$ cat src/hw/rtl/assert_macros.svh
// assertion macros for the rtl files, included by bitstream_header_parser.sv
`ifndef ASSERT_MACROS_SVH
`define ASSERT_MACROS_SVH

`ifndef ASSERT_OFF

// checked only while reset is released
`define ASSERT_RST(lbl, clk, rst_n, prop, msg) \
  lbl: assert property (@(posedge clk) disable iff (!rst_n) prop) else $error(msg);

// checked at every edge, reset included
`define ASSERT_ALWAYS(lbl, clk, prop, msg) \
  lbl: assert property (@(posedge clk) prop) else $error(msg);

`else

`define ASSERT_RST(lbl, clk, rst_n, prop, msg)
`define ASSERT_ALWAYS(lbl, clk, prop, msg)

`endif

`endif

$ cat src/hw/rtl/bhp_pkg.sv
// types and constants of the bitstream header parser
package bhp_pkg;

  typedef enum logic [2:0] {
    PH_MAGIC   = 3'd0,
    PH_TYPE    = 3'd1,
    PH_STRLEN  = 3'd2,
    PH_STRING  = 3'd3,
    PH_BITLEN  = 3'd4,
    PH_PAYLOAD = 3'd5,
    PH_DONE    = 3'd6
  } phase_t;

  typedef enum logic [2:0] {
    CLS_MAGIC   = 3'd0,
    CLS_TYPE    = 3'd1,
    CLS_STRLEN  = 3'd2,
    CLS_STRING  = 3'd3,
    CLS_BITLEN  = 3'd4,
    CLS_PAYLOAD = 3'd5,
    CLS_IGNORED = 3'd6,
    CLS_UNKNOWN = 3'd7
  } byte_class_t;

  typedef logic [1:0] field_tag_t;

  localparam logic [3:0] MAGIC_LEN = 4'd13;

  localparam logic [7:0] MAGIC_BYTES [13] = '{
    8'h00, 8'h09, 8'h0F, 8'hF0, 8'h0F, 8'hF0, 8'h0F, 8'hF0,
    8'h0F, 8'hF0, 8'h00, 8'h00, 8'h01
  };

  localparam logic [7:0] TYPE_A = 8'h61;
  localparam logic [7:0] TYPE_D = 8'h64;
  localparam logic [7:0] TYPE_E = 8'h65;

endpackage

$ cat src/hw/rtl/bhp_in_if.sv
// byte input channel of the bitstream header parser
interface bhp_in_if;
  logic       valid;
  logic       ready;
  logic [7:0] in_byte;

  modport source (output valid, output in_byte, input ready);
  modport sink (input valid, input in_byte, output ready);
endinterface

$ cat src/hw/rtl/bhp_out_if.sv
// classified byte result channel of the bitstream header parser
interface bhp_out_if;
  logic                 valid;
  logic                 ready;
  bhp_pkg::byte_class_t byte_class;
  bhp_pkg::field_tag_t  field_tag;
  logic [7:0]           out_byte;
  logic                 last_of_field;
  logic                 magic_error;
  logic                 header_done;
  logic [31:0]          bitstream_length;

  modport source (
    output valid, output byte_class, output field_tag, output out_byte,
    output last_of_field, output magic_error, output header_done,
    output bitstream_length, input ready
  );
  modport sink (
    input valid, input byte_class, input field_tag, input out_byte,
    input last_of_field, input magic_error, input header_done,
    input bitstream_length, output ready
  );
endinterface

$ cat src/hw/rtl/bitstream_header_parser.sv
// bitstream header parser: classifies each byte of a configuration file
//
//   channel   dir   payload                                   handshake
//   in_bus    in    in_byte                                   valid/ready
//   out_bus   out   byte_class, field_tag, out_byte,          valid/ready
//                   last_of_field, magic_error, header_done,
//                   bitstream_length
//
// one byte per cycle unless out_bus stalls; a byte passes the input and result stages
// the parse state and the result are computed in one pass from the input stage register
// in_bus.ready is high whenever the input stage is empty or moves forward this cycle
// while a result is held at out_bus one more byte waits in the input stage
// rst_n is synchronous and clears the parse state and both stage valids
`include "assert_macros.svh"

module bitstream_header_parser (
  input  logic       clk,
  input  logic       rst_n,
  bhp_in_if.sink     in_bus,
  bhp_out_if.source  out_bus
);

  // input stage
  logic       in_v_r;
  logic [7:0] in_byte_r;

  // parse state
  bhp_pkg::phase_t     phase_r, phase_nxt;
  logic [3:0]          magic_index_r, magic_index_nxt;
  logic                mismatch_r, mismatch_nxt;
  bhp_pkg::field_tag_t cur_tag_r, cur_tag_nxt;
  logic [1:0]          len_cnt_r, len_cnt_nxt;
  logic [31:0]         len_acc_r, len_acc_nxt;
  logic [31:0]         remain_r, remain_nxt;
  logic [31:0]         stored_len_r, stored_len_nxt;
  logic                header_r, header_nxt;

  // result stage
  logic                 out_v_r;
  bhp_pkg::byte_class_t cls_r;
  bhp_pkg::field_tag_t  tag_r;
  logic [7:0]           out_byte_r;
  logic                 last_r;

  bhp_pkg::byte_class_t cls;
  bhp_pkg::field_tag_t  tag;
  logic                 last;
  logic                 move;
  logic                 in_ready;

  assign move     = in_v_r && (!out_v_r || out_bus.ready);
  assign in_ready = !in_v_r || move;
  assign in_bus.ready = in_ready;

  always_comb begin
    phase_nxt       = phase_r;
    magic_index_nxt = magic_index_r;
    mismatch_nxt    = mismatch_r;
    cur_tag_nxt     = cur_tag_r;
    len_cnt_nxt     = len_cnt_r;
    len_acc_nxt     = len_acc_r;
    remain_nxt      = remain_r;
    stored_len_nxt  = stored_len_r;
    header_nxt      = header_r;
    cls             = bhp_pkg::CLS_IGNORED;
    tag             = '0;
    last            = 1'b0;
    case (phase_r)
      bhp_pkg::PH_MAGIC: begin
        cls = bhp_pkg::CLS_MAGIC;
        if (in_byte_r != bhp_pkg::MAGIC_BYTES[magic_index_r]) begin
          mismatch_nxt = 1'b1;
        end
        magic_index_nxt = magic_index_r + 4'd1;
        if (magic_index_nxt == bhp_pkg::MAGIC_LEN) begin
          phase_nxt = bhp_pkg::PH_TYPE;
        end
      end
      bhp_pkg::PH_TYPE: begin
        if (in_byte_r >= bhp_pkg::TYPE_A && in_byte_r <= bhp_pkg::TYPE_D) begin
          cls         = bhp_pkg::CLS_TYPE;
          cur_tag_nxt = in_byte_r[1:0] - 2'd1;
          tag         = cur_tag_nxt;
          len_cnt_nxt = '0;
          len_acc_nxt = '0;
          phase_nxt   = bhp_pkg::PH_STRLEN;
        end else if (in_byte_r == bhp_pkg::TYPE_E) begin
          cls         = bhp_pkg::CLS_TYPE;
          len_cnt_nxt = '0;
          len_acc_nxt = '0;
          phase_nxt   = bhp_pkg::PH_BITLEN;
        end else begin
          cls = bhp_pkg::CLS_UNKNOWN;
        end
      end
      bhp_pkg::PH_STRLEN: begin
        cls         = bhp_pkg::CLS_STRLEN;
        tag         = cur_tag_r;
        // string length is 16 bits big-endian
        len_acc_nxt = {16'h0000, len_acc_r[7:0], in_byte_r};
        len_cnt_nxt = len_cnt_r + 2'd1;
        if (len_cnt_r == 2'd1) begin
          len_cnt_nxt = '0;
          remain_nxt  = len_acc_nxt;
          phase_nxt   = (len_acc_nxt == 32'd0) ? bhp_pkg::PH_TYPE : bhp_pkg::PH_STRING;
        end
      end
      bhp_pkg::PH_STRING: begin
        cls = bhp_pkg::CLS_STRING;
        tag = cur_tag_r;
        if (remain_r <= 32'd1) begin
          last       = 1'b1;
          remain_nxt = '0;
          phase_nxt  = bhp_pkg::PH_TYPE;
        end else begin
          remain_nxt = remain_r - 32'd1;
        end
      end
      bhp_pkg::PH_BITLEN: begin
        cls         = bhp_pkg::CLS_BITLEN;
        len_acc_nxt = {len_acc_r[23:0], in_byte_r};
        len_cnt_nxt = len_cnt_r + 2'd1;
        if (len_cnt_r == 2'd3) begin
          stored_len_nxt = len_acc_nxt;
          remain_nxt     = len_acc_nxt;
          header_nxt     = 1'b1;
          phase_nxt      = (len_acc_nxt == 32'd0) ? bhp_pkg::PH_DONE : bhp_pkg::PH_PAYLOAD;
        end
      end
      bhp_pkg::PH_PAYLOAD: begin
        cls = bhp_pkg::CLS_PAYLOAD;
        if (remain_r <= 32'd1) begin
          last       = 1'b1;
          remain_nxt = '0;
          phase_nxt  = bhp_pkg::PH_DONE;
        end else begin
          remain_nxt = remain_r - 32'd1;
        end
      end
      default: begin
        cls = bhp_pkg::CLS_IGNORED;
      end
    endcase
  end

  always_ff @(posedge clk) begin
    if (!rst_n) begin
      in_v_r        <= 1'b0;
      out_v_r       <= 1'b0;
      phase_r       <= bhp_pkg::PH_MAGIC;
      magic_index_r <= '0;
      mismatch_r    <= 1'b0;
      cur_tag_r     <= '0;
      len_cnt_r     <= '0;
      len_acc_r     <= '0;
      remain_r      <= '0;
      stored_len_r  <= '0;
      header_r      <= 1'b0;
    end else begin
      if (in_ready) begin
        in_v_r <= in_bus.valid;
      end
      if (move) begin
        out_v_r       <= 1'b1;
        phase_r       <= phase_nxt;
        magic_index_r <= magic_index_nxt;
        mismatch_r    <= mismatch_nxt;
        cur_tag_r     <= cur_tag_nxt;
        len_cnt_r     <= len_cnt_nxt;
        len_acc_r     <= len_acc_nxt;
        remain_r      <= remain_nxt;
        stored_len_r  <= stored_len_nxt;
        header_r      <= header_nxt;
      end else if (out_bus.ready) begin
        out_v_r <= 1'b0;
      end
    end
  end

  always_ff @(posedge clk) begin
    if (in_ready && in_bus.valid) begin
      in_byte_r <= in_bus.in_byte;
    end
    if (move) begin
      cls_r      <= cls;
      tag_r      <= tag;
      out_byte_r <= in_byte_r;
      last_r     <= last;
    end
  end

  assign out_bus.valid            = out_v_r;
  assign out_bus.byte_class       = cls_r;
  assign out_bus.field_tag        = tag_r;
  assign out_bus.out_byte         = out_byte_r;
  assign out_bus.last_of_field    = last_r;
  // flags and length are taken from the state the result left behind
  assign out_bus.magic_error      = mismatch_r;
  assign out_bus.header_done      = header_r;
  assign out_bus.bitstream_length = stored_len_r;

  `ASSERT_RST(a_header_sticky, clk, rst_n, !$fell(header_r), "header flag dropped")
  `ASSERT_RST(a_mismatch_sticky, clk, rst_n, !$fell(mismatch_r), "magic error dropped")
  `ASSERT_RST(a_magic_index_range, clk, rst_n,
    (phase_r == bhp_pkg::PH_MAGIC) |-> (magic_index_r < bhp_pkg::MAGIC_LEN),
    "magic index past prefix")
  `ASSERT_RST(a_payload_needs_header, clk, rst_n,
    (phase_r == bhp_pkg::PH_PAYLOAD || phase_r == bhp_pkg::PH_DONE) |-> header_r,
    "payload phase before header complete")
  `ASSERT_RST(a_full_blocks_input, clk, rst_n,
    (in_v_r && out_v_r && !out_bus.ready) |-> !in_bus.ready,
    "input taken with both stages full")

endmodule
$ cat src/flat_wrapper.sv
// flat-port wrapper written by rule: the top's interface ports become plain ports
module bitstream_header_parser_flat 
  (clk, rst_n, in_bus_valid, in_bus_in_byte, in_bus_ready, out_bus_valid, out_bus_byte_class, out_bus_field_tag, out_bus_out_byte, out_bus_last_of_field, out_bus_magic_error, out_bus_header_done, out_bus_bitstream_length, out_bus_ready);
  bhp_in_if in_bus_i ();
  bhp_out_if out_bus_i ();
  input  logic clk;
  input  logic rst_n;
  input wire logic [$bits(in_bus_i.valid)-1:0] in_bus_valid;
  input wire logic [$bits(in_bus_i.in_byte)-1:0] in_bus_in_byte;
  output wire logic [$bits(in_bus_i.ready)-1:0] in_bus_ready;
  output wire logic [$bits(out_bus_i.valid)-1:0] out_bus_valid;
  output wire logic [$bits(out_bus_i.byte_class)-1:0] out_bus_byte_class;
  output wire logic [$bits(out_bus_i.field_tag)-1:0] out_bus_field_tag;
  output wire logic [$bits(out_bus_i.out_byte)-1:0] out_bus_out_byte;
  output wire logic [$bits(out_bus_i.last_of_field)-1:0] out_bus_last_of_field;
  output wire logic [$bits(out_bus_i.magic_error)-1:0] out_bus_magic_error;
  output wire logic [$bits(out_bus_i.header_done)-1:0] out_bus_header_done;
  output wire logic [$bits(out_bus_i.bitstream_length)-1:0] out_bus_bitstream_length;
  input wire logic [$bits(out_bus_i.ready)-1:0] out_bus_ready;
  assign in_bus_i.valid = in_bus_valid;
  assign in_bus_i.in_byte = in_bus_in_byte;
  assign in_bus_ready = in_bus_i.ready;
  assign out_bus_valid = out_bus_i.valid;
  assign out_bus_byte_class = out_bus_i.byte_class;
  assign out_bus_field_tag = out_bus_i.field_tag;
  assign out_bus_out_byte = out_bus_i.out_byte;
  assign out_bus_last_of_field = out_bus_i.last_of_field;
  assign out_bus_magic_error = out_bus_i.magic_error;
  assign out_bus_header_done = out_bus_i.header_done;
  assign out_bus_bitstream_length = out_bus_i.bitstream_length;
  assign out_bus_i.ready = out_bus_ready;
  bitstream_header_parser u_core (.clk(clk), .rst_n(rst_n), .in_bus(in_bus_i), .out_bus(out_bus_i));
endmodule
$ cat config.mk
export PLATFORM = sky130hd
export DESIGN_NAME = bitstream_header_parser_flat
export DESIGN_NICKNAME = d
export VERILOG_FILES = /design/src/hw/rtl/bhp_pkg.sv /design/src/hw/rtl/bhp_in_if.sv /design/src/hw/rtl/bhp_out_if.sv /design/src/hw/rtl/bitstream_header_parser.sv /design/src/flat_wrapper.sv
export VERILOG_INCLUDE_DIRS = /design/src /design/src/hw/rtl
export SDC_FILE = /design/constraint.sdc
export NUM_CORES = 1
export LEC_CHECK = 0
export BUFFER_PORTS_ARGS = -buffer_cell sky130_fd_sc_hd__buf_2
export CORE_MARGIN = 5
export CORE_UTILIZATION = 25
export DETAILED_ROUTE_END_ITERATION = 8
export PLACE_DENSITY_LB_ADDON = 0.12
export SLEW_MARGIN = 25
export SYNTH_ARGS = -nofsm -noshare
export SYNTH_HDL_FRONTEND = slang
export SYNTH_SLANG_ARGS = --single-unit
export TNS_END_PERCENT = 30
$ cat constraint.sdc
create_clock -name clk -period 4.1 [get_ports clk]
set_input_delay 0.205 -clock clk [delete_from_list [all_inputs] [get_ports clk]]
set_output_delay 0.205 -clock clk [all_outputs]
set_load 0.01 [all_outputs]
==> metrics.csv <==
metric;value;unit
status;completed;
dr.first_iter.drc_count;344;
rsz0062_at_grt;no;
crit_type;reg -> reg;
clock_latency;0.42;ns
cp.arrival;3.44;ns
rows;55;
gp_congestion;0.818;
yosysWarnings;0;
async_reset_ff_share;0;%
grt_pass1_vias;5157;
placed_cells;1033;
crit_path_max_incr_delay;0.61;ns
power_density;403;nW/um^2
cp_slowest_cell;nor4_4;
drcViolationCount;0;
min_path_cells;3;
yosysUniqueCellTypes;63;
drive_above_1_share;15.9;%
setup_viol;0;
hp-class;in -> reg;
critPathRequiredTime;4.41;ns
grt_max_degree;54;
synth_edf_count;22;
path_buf_inv;0;
dp_hpwl;12.7;mm
p_leak;2.71;nW
post_cts_buffers;0;
overflow;0;
place_ws;0.980;ns
period_minus_slack;3.13;ns
cts_tree;done;
via_count;5290;
r2r_start;u_core.remain_r[24];
vias_per_cell;4.93;
synthToLayoutAreaGrowth;22.5;%
slew_violations;0;
final_cells;1074;
wl_per_cell;17.2;um
core_area;22800;sq um
reg2reg_depth;6;
antenna_left;0;
cts_buffers;17;
fmax;320;MHz
chipHeight;163;um
crit_family;simple AND/OR/NAND/NOR gates;
synthFlopType;dfxtp_1;
path_max_fanout;9;
portBuffers;61;
fillCellCount;2441;
holdPathEnd;u_core.in_v_r;
fin_nets;772;
cts_sinks;125;
r2r_end;u_core.phase_r[0];
cp-start-kind;flop;
topRoutingLayerUsed;met4;
crit_chain;or4_4 -> or4b_4 -> nor4_4 -> nor2_4 -> or4b_4 -> o221a_1;
h-tree-depth;4;
synth-seq-cells;125;
met2_length;8.31;mm
fin_crit_sh;76.2;%
min_from;in_bus_valid;
syn-instance-count;689;
ios;62;
cts.reportedPaths.clkPinSlew;0.06;ns
antenna_cells;0;
die_x;163;um
r2r_slack;0.97;ns
grt_pass1_wl;29.3;mm
timing.critical_path.mode_cell;or4b_4;
seq_area;2720;sq um
grtUsageTotal;14.1;%
maxCapViolCount;0;
initial_core_util;25.5;%
cts-root-buf;clkbuf_16;
multi_input_comb_area;2890;sq um
dr_wl_met3;714;um
die_area;26400;sq um
synth_area_per_cell;8.44;sq um
synth_nets;713;
peakVddDrop;0.268;mV
fin_ws;0.975;ns
finalHoldViolations;0;
cp-end-kind;flop;
firstDrtPassIters;6;
finClkSkew;0.0175;ns
synth_seq_area_share;46.8;%
drt-met1-wl;9.04;mm
slew_headroom;34.3;%
finalWirelength;18.4;mm
syn_area;5820;sq um
antenna_found_initial;0;
tns;0;ns
worst_pin_slew;0.985;ns
clk_path_buf_depth;2;
-- registers in the layout (all words and copies together) (netlist names), 2 cells and up --
register	flops
u_core.magic_index_r	4
u_core.out_bus.field_tag	2
u_core.out_bus.bitstream_length	32
u_core.remain_r	32
u_core.len_acc_r	24
u_core.out_bus.out_byte	8
u_core.out_bus.byte_class	3
u_core.len_cnt_r	2
u_core.phase_r	3
u_core.cur_tag_r	2
u_core.in_byte_r	8
-- tightest hold or removal path: cells and delay by family --
kind            cells  cell delay (ns)
buf+inv             1             0.10
simple gates        1             0.07
compound gates      1             0.04
-- cell type report --
cell class / count / area share (%)
inverters: 15 / 0.790
repair buffers: 80 / 6.53
clock buffers: 22 / 6.95
clock inverters: 10 / 1.40
multi-input cells: 509 / 40.6
well taps: 313 / 5.50
flip-flops and latches: 125 / 38.2
-- power breakdown --
part           switching [mW]  internal, mW
combinational          0.0516        0.0284
sequential             0.0189          1.26
clock                   0.581         0.925
-- Yosys cell counts (all sizes together) (7+ instances only) --
| cell type | instances | area share [%] |
|---|---|---|
| a21oi | 89 | 7.7 |
| a22oi | 9 | 1.2 |
| a31oi | 12 | 1.3 |
| clkbuf | 37 | 2.4 |
| dfxtp | 103 | 35 |
| edfxtp | 22 | 11 |
| ha | 12 | 2.6 |
| inv | 14 | 0.90 |
| nand2 | 138 | 8.9 |
| nand2b | 9 | 0.97 |
| nand3 | 32 | 2.8 |
| nand4 | 7 | 0.75 |
| nor2 | 43 | 2.9 |
| nor2b | 7 | 0.75 |
| nor3 | 16 | 1.4 |
| nor4 | 19 | 2.4 |
| o21ai | 14 | 1.2 |
| xnor2 | 8 | 1.2 |
| xor2 | 12 | 1.8 |
-- per-stage QoR --
stage | power (mW) | hold slack [ns] | util, % | area [sq um]
after CTS | 2.90 | 0.0172 | 31.2 | 7110
after global placement | 1.38 | 0.385 | 28.3 | 6440
after global routing | 2.97 | 0.0368 | 31.3 | 7130
after detailed placement | 1.39 | 0.386 | 28.3 | 6440
after floorplan | 1.35 | 0.304 | - | 5820
final | 2.87 | 0.0319 | 31.3 | 7130
-- worst max-delay path by stage --
stage                                    from              endpoint  slack (ns)  cells past startpoint
after floorplan           u_core.remain_r[24]     u_core.phase_r[0]        1.27                      6
after global placement    u_core.remain_r[24]    u_core.remain_r[4]        1.02                      6
after CTS                 u_core.remain_r[24]    u_core.remain_r[4]        0.97                      6
final                     u_core.remain_r[24]     u_core.phase_r[0]        0.97                      6
after detailed placement  u_core.remain_r[24]    u_core.remain_r[4]        0.98                      6
after global routing      u_core.in_byte_r[0]  u_core.len_acc_r[19]        0.88                      8
-- routing by layer --
metal,up-vias,track usage [%]
met2,135,21.6
met1,2545,19.6
met5,-,0
met4,0,5.38
met3,22,2.96
li1,2588,-
-- layout by cell type (no fill, tap or decap), drive strengths merged, types with 5 or more instances in the layout --
cell,n
a222oi,5
nor2b,7
nand2,138
xor2,12
nand4,7
xnor2,8
or4,5
ha,12
a31oi,12
dfxtp,103
o21ai,14
nor3,16
nand2b,9
a21oi,89
or2,5
nor2,43
nor4,19
buf,72
inv,19
dlygate4sd3,8
a221oi,5
nand3,32
a22oi,9
edfxtp,22
mux2i,5
clkbuf,22
-- logic make-up (layout without fill, tap and decap cells) --
group | after synthesis | after routing | share of synthesized area, %
fa+ha+maj | 12 | 12 | 2.58
compound gates | 166 | 166 | 17.7
mux | 5 | 5 | 0.861
simple gates | 306 | 306 | 25.5
buf+inv | 55 | 127 | 3.57
xor+xnor | 20 | 20 | 3.01
flops | 125 | 125 | 46.8
-- timing repair --
item,4_1_cts,5_1_grt
hold buffers,8,0
resized for setup,0,0
hold endpoints to repair,8,0
Power figures use the tool's default switching activity.
